### config.mk
export PLATFORM = sky130hd
export DESIGN_NAME = line_sensor_position_decoder
export DESIGN_NICKNAME = d
export VERILOG_FILES = /design/src/sv/lspd_pkg.sv /design/src/sv/lspd_thresh.sv /design/src/sv/lspd_acc.sv /design/src/sv/lspd_frame.sv /design/src/sv/line_sensor_position_decoder.sv
export SDC_FILE = /design/constraint.sdc
export NUM_CORES = 1
export LEC_CHECK = 0
export BUFFER_PORTS_ARGS = -buffer_cell sky130_fd_sc_hd__buf_4
export CORE_MARGIN = 4
export CORE_UTILIZATION = 44
export DETAILED_ROUTE_END_ITERATION = 10
export GPL_ROUTABILITY_DRIVEN = 0
export GPL_TIMING_DRIVEN = 1
export PLACE_DENSITY_LB_ADDON = 0.25
export SLEW_MARGIN = 20
export SYNTH_ARGS = -nofsm -noshare
export SYNTH_HDL_FRONTEND = slang
export SYNTH_HIERARCHICAL = 1
export SYNTH_SLANG_ARGS = --single-unit
### constraint.sdc
create_clock -name i_clk -period 5.94 [get_ports i_clk]
set_clock_uncertainty 0.2 [all_clocks]
set_input_delay 0.297 -clock i_clk [delete_from_list [all_inputs] [get_ports i_clk]]
set_output_delay 0.297 -clock i_clk [all_outputs]
set_load 0.1 [all_outputs]
### src/sv/lspd_pkg.sv
// Package for the line sensor position decoder.
// Holds widths, reset thresholds, the frame struct and the pattern-to-position table.
// No dependencies.
`default_nettype none

package lspd_pkg;

    localparam int SlotCount = 8;
    localparam int SlotW     = 3;
    localparam int SampleW   = 8;
    localparam int ThreshW   = 10;
    localparam int CodeW     = 5;
    localparam int CountW    = 4;
    localparam int CfgIdxW   = 4;

    localparam logic [CodeW-1:0]   NoLine   = 5'd31;
    localparam logic [SlotW-1:0]   LastSlot = 3'(SlotCount - 1);

    localparam logic [ThreshW-1:0] ThreshReset [SlotCount] = '{
        10'd650, 10'd700, 10'd700, 10'd725, 10'd725, 10'd700, 10'd700, 10'd650
    };

    // Completed frame handed from the accumulator to the output stage
    typedef struct packed {
        logic                 done;
        logic [SlotCount-1:0] pattern;
        logic [CountW-1:0]    count;
    } t_frame;

    typedef struct packed {
        logic             hit;
        logic [CodeW-1:0] code;
    } t_lookup;

    function automatic t_lookup lookup_code(input logic [SlotCount-1:0] pattern);
        t_lookup r;
        r.hit  = 1'b1;
        r.code = NoLine;
        case (pattern)
            8'h80: r.code = 5'd1;
            8'hC0: r.code = 5'd2;
            8'hE0: r.code = 5'd3;
            8'h40: r.code = 5'd4;
            8'h60: r.code = 5'd5;
            8'h70: r.code = 5'd6;
            8'h20: r.code = 5'd7;
            8'h30: r.code = 5'd8;
            8'h10: r.code = 5'd9;
            8'h38: r.code = 5'd10;
            8'h18: r.code = 5'd11;
            8'h1C: r.code = 5'd12;
            8'h08: r.code = 5'd13;
            8'h0C: r.code = 5'd14;
            8'h04: r.code = 5'd15;
            8'h0E: r.code = 5'd16;
            8'h06: r.code = 5'd17;
            8'h02: r.code = 5'd18;
            8'h07: r.code = 5'd19;
            8'h03: r.code = 5'd20;
            8'h01: r.code = 5'd21;
            8'hF0: r.code = 5'd22;
            8'hF8: r.code = 5'd23;
            8'hFC: r.code = 5'd24;
            8'hFE: r.code = 5'd25;
            8'hFF: r.code = 5'd26;
            8'h7F: r.code = 5'd27;
            8'h3F: r.code = 5'd28;
            8'h1F: r.code = 5'd29;
            8'h0F: r.code = 5'd30;
            8'h00: r.code = NoLine;
            default: r.hit = 1'b0;
        endcase
        return r;
    endfunction

endpackage

`default_nettype wire

### src/sv/lspd_thresh.sv
// Per-slot threshold registers with write port and slot-indexed read.
// Depends on lspd_pkg.
`default_nettype none

module lspd_thresh (
    input  wire                           i_clk,
    input  wire                           i_rst_n,
    input  wire                           i_cfg_valid,
    input  wire  [lspd_pkg::CfgIdxW-1:0]  i_cfg_index,
    input  wire  [lspd_pkg::ThreshW-1:0]  i_cfg_data,
    input  wire  [lspd_pkg::SlotW-1:0]    i_slot,
    output logic [lspd_pkg::ThreshW-1:0]  o_thresh
);
    import lspd_pkg::*;

    logic [ThreshW-1:0] r_thresh [SlotCount];
    logic               wr_en;

    assign wr_en = i_cfg_valid && (i_cfg_index < CfgIdxW'(SlotCount));

    always_ff @(posedge i_clk) begin
        if (!i_rst_n) begin
            for (int i = 0; i < SlotCount; i++) begin
                r_thresh[i] <= ThreshReset[i];
            end
        end else if (wr_en) begin
            r_thresh[i_cfg_index[SlotW-1:0]] <= i_cfg_data;
        end
    end

    assign o_thresh = r_thresh[i_slot];

endmodule

`default_nettype wire

### src/sv/lspd_acc.sv
// Input register, slot counter and per-frame pattern/hit accumulation.
// Depends on lspd_pkg; threshold comes from lspd_thresh.
`default_nettype none

module lspd_acc (
    input  wire                           i_clk,
    input  wire                           i_rst_n,
    input  wire                           i_in_valid,
    output logic                          o_in_stall,
    input  wire  [lspd_pkg::SampleW-1:0]  i_sample_high_byte,
    input  wire                           i_out_busy,
    output logic [lspd_pkg::SlotW-1:0]    o_slot,
    input  wire  [lspd_pkg::ThreshW-1:0]  i_thresh,
    output lspd_pkg::t_frame              o_frame
);
    import lspd_pkg::*;

    logic                 r_vld;
    logic [SampleW-1:0]   r_sample;
    logic [SlotW-1:0]     r_slot;
    logic [SlotCount-1:0] r_pattern;
    logic [CountW-1:0]    r_count;

    logic                 hit;
    logic                 frame_end;
    logic                 fire;
    logic [SlotCount-1:0] n_pattern;
    logic [CountW-1:0]    n_count;

    assign hit       = {r_sample, 2'b00} > i_thresh;
    assign frame_end = (r_slot == LastSlot);
    assign fire      = r_vld && !(frame_end && i_out_busy);
    assign o_in_stall = r_vld && !fire;
    assign o_slot    = r_slot;

    always_comb begin
        n_pattern = r_pattern;
        n_count   = r_count;
        if (hit) begin
            n_pattern[LastSlot - r_slot] = 1'b1;
            n_count = r_count + CountW'(1);
        end
    end

    always_comb begin
        o_frame.done    = fire && frame_end;
        o_frame.pattern = n_pattern;
        o_frame.count   = n_count;
    end

    always_ff @(posedge i_clk) begin
        if (!o_in_stall) begin
            r_sample <= i_sample_high_byte;
        end
    end

    always_ff @(posedge i_clk) begin
        if (!i_rst_n) begin
            r_vld     <= 1'b0;
            r_slot    <= '0;
            r_pattern <= '0;
            r_count   <= '0;
        end else begin
            if (!o_in_stall) begin
                r_vld <= i_in_valid;
            end
            if (fire) begin
                if (frame_end) begin
                    r_slot    <= '0;
                    r_pattern <= '0;
                    r_count   <= '0;
                end else begin
                    r_slot    <= r_slot + SlotW'(1);
                    r_pattern <= n_pattern;
                    r_count   <= n_count;
                end
            end
        end
    end

endmodule

`default_nettype wire

### src/sv/lspd_frame.sv
// Frame-end position lookup, current/prior position state and result register.
// Depends on lspd_pkg; frames come from lspd_acc.
`default_nettype none

module lspd_frame (
    input  wire                          i_clk,
    input  wire                          i_rst_n,
    input  wire lspd_pkg::t_frame        i_frame,
    input  wire                          i_out_stall,
    output logic                         o_out_busy,
    output logic                         o_out_valid,
    output logic [lspd_pkg::CodeW-1:0]   o_position_code,
    output logic [lspd_pkg::CodeW-1:0]   o_previous_position,
    output logic [lspd_pkg::SlotCount-1:0] o_frame_pattern,
    output logic [lspd_pkg::CountW-1:0]  o_active_count
);
    import lspd_pkg::*;

    logic                 r_out_valid;
    logic [CodeW-1:0]     r_cur;
    logic [CodeW-1:0]     r_prior;
    logic [CodeW-1:0]     r_out_prior;
    logic [SlotCount-1:0] r_out_pattern;
    logic [CountW-1:0]    r_out_count;

    t_lookup              lk;
    logic [CodeW-1:0]     n_cur;
    logic [CodeW-1:0]     n_prior;

    assign lk      = lookup_code(i_frame.pattern);
    assign n_prior = (r_cur != NoLine) ? r_cur : r_prior;
    assign n_cur   = lk.hit ? lk.code : r_cur;

    assign o_out_busy = r_out_valid && i_out_stall;

    always_ff @(posedge i_clk) begin
        if (!i_rst_n) begin
            r_out_valid <= 1'b0;
            r_cur       <= NoLine;
            r_prior     <= NoLine;
        end else begin
            if (i_frame.done) begin
                r_out_valid <= 1'b1;
                r_cur       <= n_cur;
                r_prior     <= n_prior;
            end else if (!i_out_stall) begin
                r_out_valid <= 1'b0;
            end
        end
    end

    always_ff @(posedge i_clk) begin
        if (i_frame.done) begin
            r_out_prior   <= n_prior;
            r_out_pattern <= i_frame.pattern;
            r_out_count   <= i_frame.count;
        end
    end

    assign o_out_valid         = r_out_valid;
    assign o_position_code     = r_cur;
    assign o_previous_position = r_out_prior;
    assign o_frame_pattern     = r_out_pattern;
    assign o_active_count      = r_out_count;

endmodule

`default_nettype wire

### src/sv/line_sensor_position_decoder.sv
// Top level of the eight-channel line sensor position decoder.
// Depends on lspd_pkg, lspd_thresh, lspd_acc, lspd_frame.
//
//   channel  direction  handshake             payload
//   in       sink       i_in_valid/o_in_stall  i_sample_high_byte
//   out      source     o_out_valid/i_out_stall position, previous, pattern, count
//   cfg      sink       i_cfg_valid/o_cfg_ready i_cfg_index, i_cfg_data
//
// One sample per cycle unless o_in_stall; each sample passes through the input register
// (compare and bit set), and the eighth beat of a frame loads the result register.
// A frame result is loaded from its slot-7 sample in the input register.
// Reset is synchronous: slot 0, empty pattern, positions 31, thresholds to defaults.
// A held result stalls the input only when a new slot-7 sample would overwrite it.
`default_nettype none

module line_sensor_position_decoder (
    input  wire                              i_clk,
    input  wire                              i_rst_n,
    input  wire                              i_in_valid,
    output logic                             o_in_stall,
    input  wire  [lspd_pkg::SampleW-1:0]     i_sample_high_byte,
    output logic                             o_out_valid,
    input  wire                              i_out_stall,
    output logic [lspd_pkg::CodeW-1:0]       o_position_code,
    output logic [lspd_pkg::CodeW-1:0]       o_previous_position,
    output logic [lspd_pkg::SlotCount-1:0]   o_frame_pattern,
    output logic [lspd_pkg::CountW-1:0]      o_active_count,
    input  wire                              i_cfg_valid,
    output logic                             o_cfg_ready,
    input  wire  [lspd_pkg::CfgIdxW-1:0]     i_cfg_index,
    input  wire  [lspd_pkg::ThreshW-1:0]     i_cfg_data
);
    import lspd_pkg::*;

    logic [SlotW-1:0]   slot;
    logic [ThreshW-1:0] thresh;
    logic               out_busy;
    t_frame             frame;

    assign o_cfg_ready = 1'b1;

    lspd_thresh u_thresh (
        .i_clk       (i_clk),
        .i_rst_n     (i_rst_n),
        .i_cfg_valid (i_cfg_valid),
        .i_cfg_index (i_cfg_index),
        .i_cfg_data  (i_cfg_data),
        .i_slot      (slot),
        .o_thresh    (thresh)
    );

    lspd_acc u_acc (
        .i_clk              (i_clk),
        .i_rst_n            (i_rst_n),
        .i_in_valid         (i_in_valid),
        .o_in_stall         (o_in_stall),
        .i_sample_high_byte (i_sample_high_byte),
        .i_out_busy         (out_busy),
        .o_slot             (slot),
        .i_thresh           (thresh),
        .o_frame            (frame)
    );

    lspd_frame u_frame (
        .i_clk               (i_clk),
        .i_rst_n             (i_rst_n),
        .i_frame             (frame),
        .i_out_stall         (i_out_stall),
        .o_out_busy          (out_busy),
        .o_out_valid         (o_out_valid),
        .o_position_code     (o_position_code),
        .o_previous_position (o_previous_position),
        .o_frame_pattern     (o_frame_pattern),
        .o_active_count      (o_active_count)
    );

    a_count_matches: assert property (@(posedge i_clk) disable iff (!i_rst_n)
        o_out_valid |-> ($countones(o_frame_pattern) == 32'(o_active_count)))
        else $error("active count does not match pattern");

    a_empty_no_line: assert property (@(posedge i_clk) disable iff (!i_rst_n)
        (o_out_valid && (o_frame_pattern == '0)) |-> (o_position_code == NoLine))
        else $error("empty frame without no-line code");

    a_frame_only_last_slot: assert property (@(posedge i_clk) disable iff (!i_rst_n)
        frame.done |-> (slot == LastSlot))
        else $error("frame completed off the last slot");

    a_result_loaded: assert property (@(posedge i_clk) disable iff (!i_rst_n)
        frame.done |=> o_out_valid)
        else $error("completed frame not presented");

endmodule

`default_nettype wire

==> results.json <==
{
  "outcome": "finished, final reports clean",
  "async_flop_share": 0,
  "r2r_slack_ns": 0.69,
  "hold_class": "in2reg",
  "die_w_um": 132,
  "finalCriticalPeriod_ns": 5.25,
  "clock_power_share": 0.468,
  "hold_violations": 0,
  "grt_antenna_before_repair": 0,
  "routed_wl_um": 16000,
  "crit_start": "u_acc/o_slot[0]",
  "p_switching_w": 0.000545,
  "cp.arrival_ns": 5.36,
  "firstDrtPassIters": 5,
  "r2r-end": "u_frame/o_position_code[2]",
  "numCtsBuffers": 17,
  "dp_cells": 751,
  "critical_path_class": "reg2reg",
  "rsz0062_at_grt": "false",
  "switching_share": 0.225,
  "synth.avg_cell_area_sq_um": 12.5,
  "worst-r2r-cell-count": 17,
  "end_kind": "flip-flop",
  "synth_edf_count": 105,
  "syn_nets": 576,
  "numPortBuffers": 50,
  "r2r_start": "u_acc/o_slot[0]",
  "grt_use_total": 0.185,
  "crit_fanout": 20,
  "cts.reportedPaths.clkPinSlew_ns": 0.06,
  "cellPowerDensity_nw_per_um2": 300,
  "synth_seq_cells": 132,
  "period_share": 0.884,
  "setup.worst_path.end": "u_frame/o_position_code[2]",
  "die_h_um": 132,
  "path_cells": "buf_4 > mux4_1 > mux2_2 > inv_1 > ha_1 > nand2_1 > nor3b_1 > and4b_1 > nor3_1 > a21o_1 > and2_1 > a41oi_1 > o311ai_1 > a21oi_1 > a31oi_4 > nand4_1 > o31a_1",
  "p_comb_frac": 0.098,
  "p_seq_frac": 0.434,
  "slowest_delay_ns": 0.62,
  "p_int_w": 0.00188,
  "drv_cap": 0,
  "worstSetupStartpointType": "flip-flop",
  "synth_area_sq_um": 6750,
  "ant_nets": 0,
  "holdCritStartpoint": "i_cfg_data[8]",
  "synth_ff_type": "edfxtp_1",
  "cts_root_buf": "clkbuf_16",
  "layout.nets": 638,
  "cts.htree.levels": 4,
  "finalSetupViolCount": 0,
  "ir_worst_vdd_uv": 205,
  "row_count": 45,
  "synth.distinct_cells": 69,
  "antenna_cells": 0,
  "leakagePower_nw": 3.10,
  "postSynthCellCount": 538,
  "whs_path_depth": 2,
  "grt_pass1_wl_um": 25200,
  "post-route-drc-count": 0,
  "drt_iter0_markers": 502,
  "grt_overflow": 0,
  "tns_ns": 0,
  "hpwl_um": 10500,
  "slowest_stage": "a21o_1",
  "worst_pin_slew_ns": 0.802,
  "cts_tree": "done",
  "die_area_sq_um": 17400,
  "maxSlewHeadroom": 0.465,
  "post_layout_nonfiller_instances": 800,
  "drive_gt1_frac": 0.199,
  "critPathRequiredTime_ns": 6.05,
  "clkSinkCount": 132,
  "start_util": 0.447,
  "io_pins": 52,
  "post_drt_wl_per_cell_um": 20.0,
  "ys_seq_area_frac": 0.547,
  "clock_latency_ns": 0.42,
  "clk_path_buf_depth": 2,
  "core_sq_um": 15100,
  "clock.fmax_mhz": 191,
  "finalMaxSlewViolations": 0,
  "vias": 4735,
  "grt_pass1_vias": 4689,
  "grt_start_max_net_pins": 27,
  "synthToLayoutAreaGrowth_pct": 19.5,
  "vias_per_cell": 5.92,
  "yosysWarnings": 6
}
==> cells in the final DEF, fill, tap and decap left out, types with 6 or more instances in the layout <==
master,count
edfxtp_1,105
buf_4,65
or3_1,45
and3_1,40
nor2_1,32
dfxtp_1,27
nand2_1,26
mux4_1,20
dlygate4sd3_1,18
clkbuf_16,17
inv_1,15
a21oi_1,14
nor3_1,11
mux2_2,11
ha_1,11
a31oi_1,10
o21ai_0,10
o21ai_1,9
o21a_1,7
nor2b_1,6
and2_1,6
==> sequential cells by signal, summed over array words and instances, names as in the netlist <==
signal	count
u_acc/r_pattern	8
u_frame/o_out_valid	1
u_frame/r_prior	5
u_frame/o_previous_position	5
u_thresh/r_thresh	80
u_frame/o_active_count	4
u_acc/r_sample	8
u_acc/o_slot	3
u_acc/r_vld	1
u_frame/o_position_code	5
u_acc/r_count	4
u_frame/o_frame_pattern	8
==> synthesized netlist by cell type (14+ instances only) <==
cell | n | share of area
nand2_1 | 26 | 0.014
edfxtp_1 | 105 | 0.47
or3_1 | 45 | 0.042
clkbuf_1 | 21 | 0.012
nor2_1 | 32 | 0.018
a21oi_1 | 14 | 0.010
dfxtp_1 | 27 | 0.080
inv_1 | 15 | 0.0083
mux4_1 | 20 | 0.078
and3_1 | 40 | 0.037
o21ai_0 | 18 | 0.013
==> worst min path at each step <==
stage	slack [ns]	endpoint
floorplan	0.17	u_frame/r_prior[0]
global placement	0.26	u_acc/r_pattern[0]
detailed placement	0.27	u_acc/r_pattern[6]
CTS	0.01	u_thresh/r_thresh[1][8]
global route	0.03	u_thresh/r_thresh[6][8]
finish	0.03	u_thresh/r_thresh[1][8]
==> per-stage QoR <==
step	hold slack (ns)	setup WS [ns]	util	total power, W	cell area (sq um)
2_1_floorplan	0.173	1.60	-	0.00122	6750
3_3_place_gp	0.256	0.884	0.480	0.00129	7250
3_5_place_dp	0.267	0.774	0.480	0.00130	7250
4_1_cts	0.0133	0.745	0.534	0.00244	8060
5_1_grt	0.0306	0.260	0.534	0.00250	8070
6_report	0.0296	0.691	0.534	0.00242	8070
==> worst max-delay path, delay by kind of cell (launching register included) <==
family          cells  cell delay [ns]
buf+inv             2             0.36
compound gates      6             1.85
simple gates        6             1.25
flops               1             0.33
fa+ha+maj           1             0.22
mux                 2             0.90
==> layout make-up <==
class / instances / area (sq um)
clock buffer: 18 / 429
tap: 188 / 235
timing repair buffer: 83 / 668
inverter: 15 / 56.3
sequential: 132 / 3690
clock inverter: 13 / 205
fill: 1294 / 7020
multi-input combinational: 351 / 2780
==> metal layers <==
metal	GRT usage	vias up	share of wire
met3	0.0412	36	0.050
met1	0.233	2312	0.42
met4	0.0706	0	0.022
met5	0	-	0
li1	-	2232	-
met2	0.311	155	0.51
==> power groups by stage <==
stage               combinational (W)  clock [W]  sequential [W]
detailed placement           0.000226          0         0.00107
finish                       0.000238    0.00113         0.00105
floorplan                    0.000164          0         0.00106
global placement             0.000221          0         0.00107
global route                 0.000259    0.00118         0.00105
CTS                          0.000237    0.00115         0.00105
==> logic make-up (layout without fill, tap and decap cells) <==
kind of cell	Yosys count	count (layout)	synth area share
AOI/OAI and AO/OA	89	89	0.0918
xor gates and xnor gates	5	5	0.00649
adders and majority gates	11	11	0.0204
buffers and inverters	55	129	0.0419
DFF	132	132	0.547
muxes	32	32	0.0977
other	1	1	0.000556
and+or+nand+nor	213	213	0.194
==> timing repair <==
action                                 in CTS  in global routing
hold buffers                               18                  0
resized for setup                           0                  0
endpoints found under the hold margin      41                  0
buffers inserted                            0                  0
(Power assumes the default switching activity.)
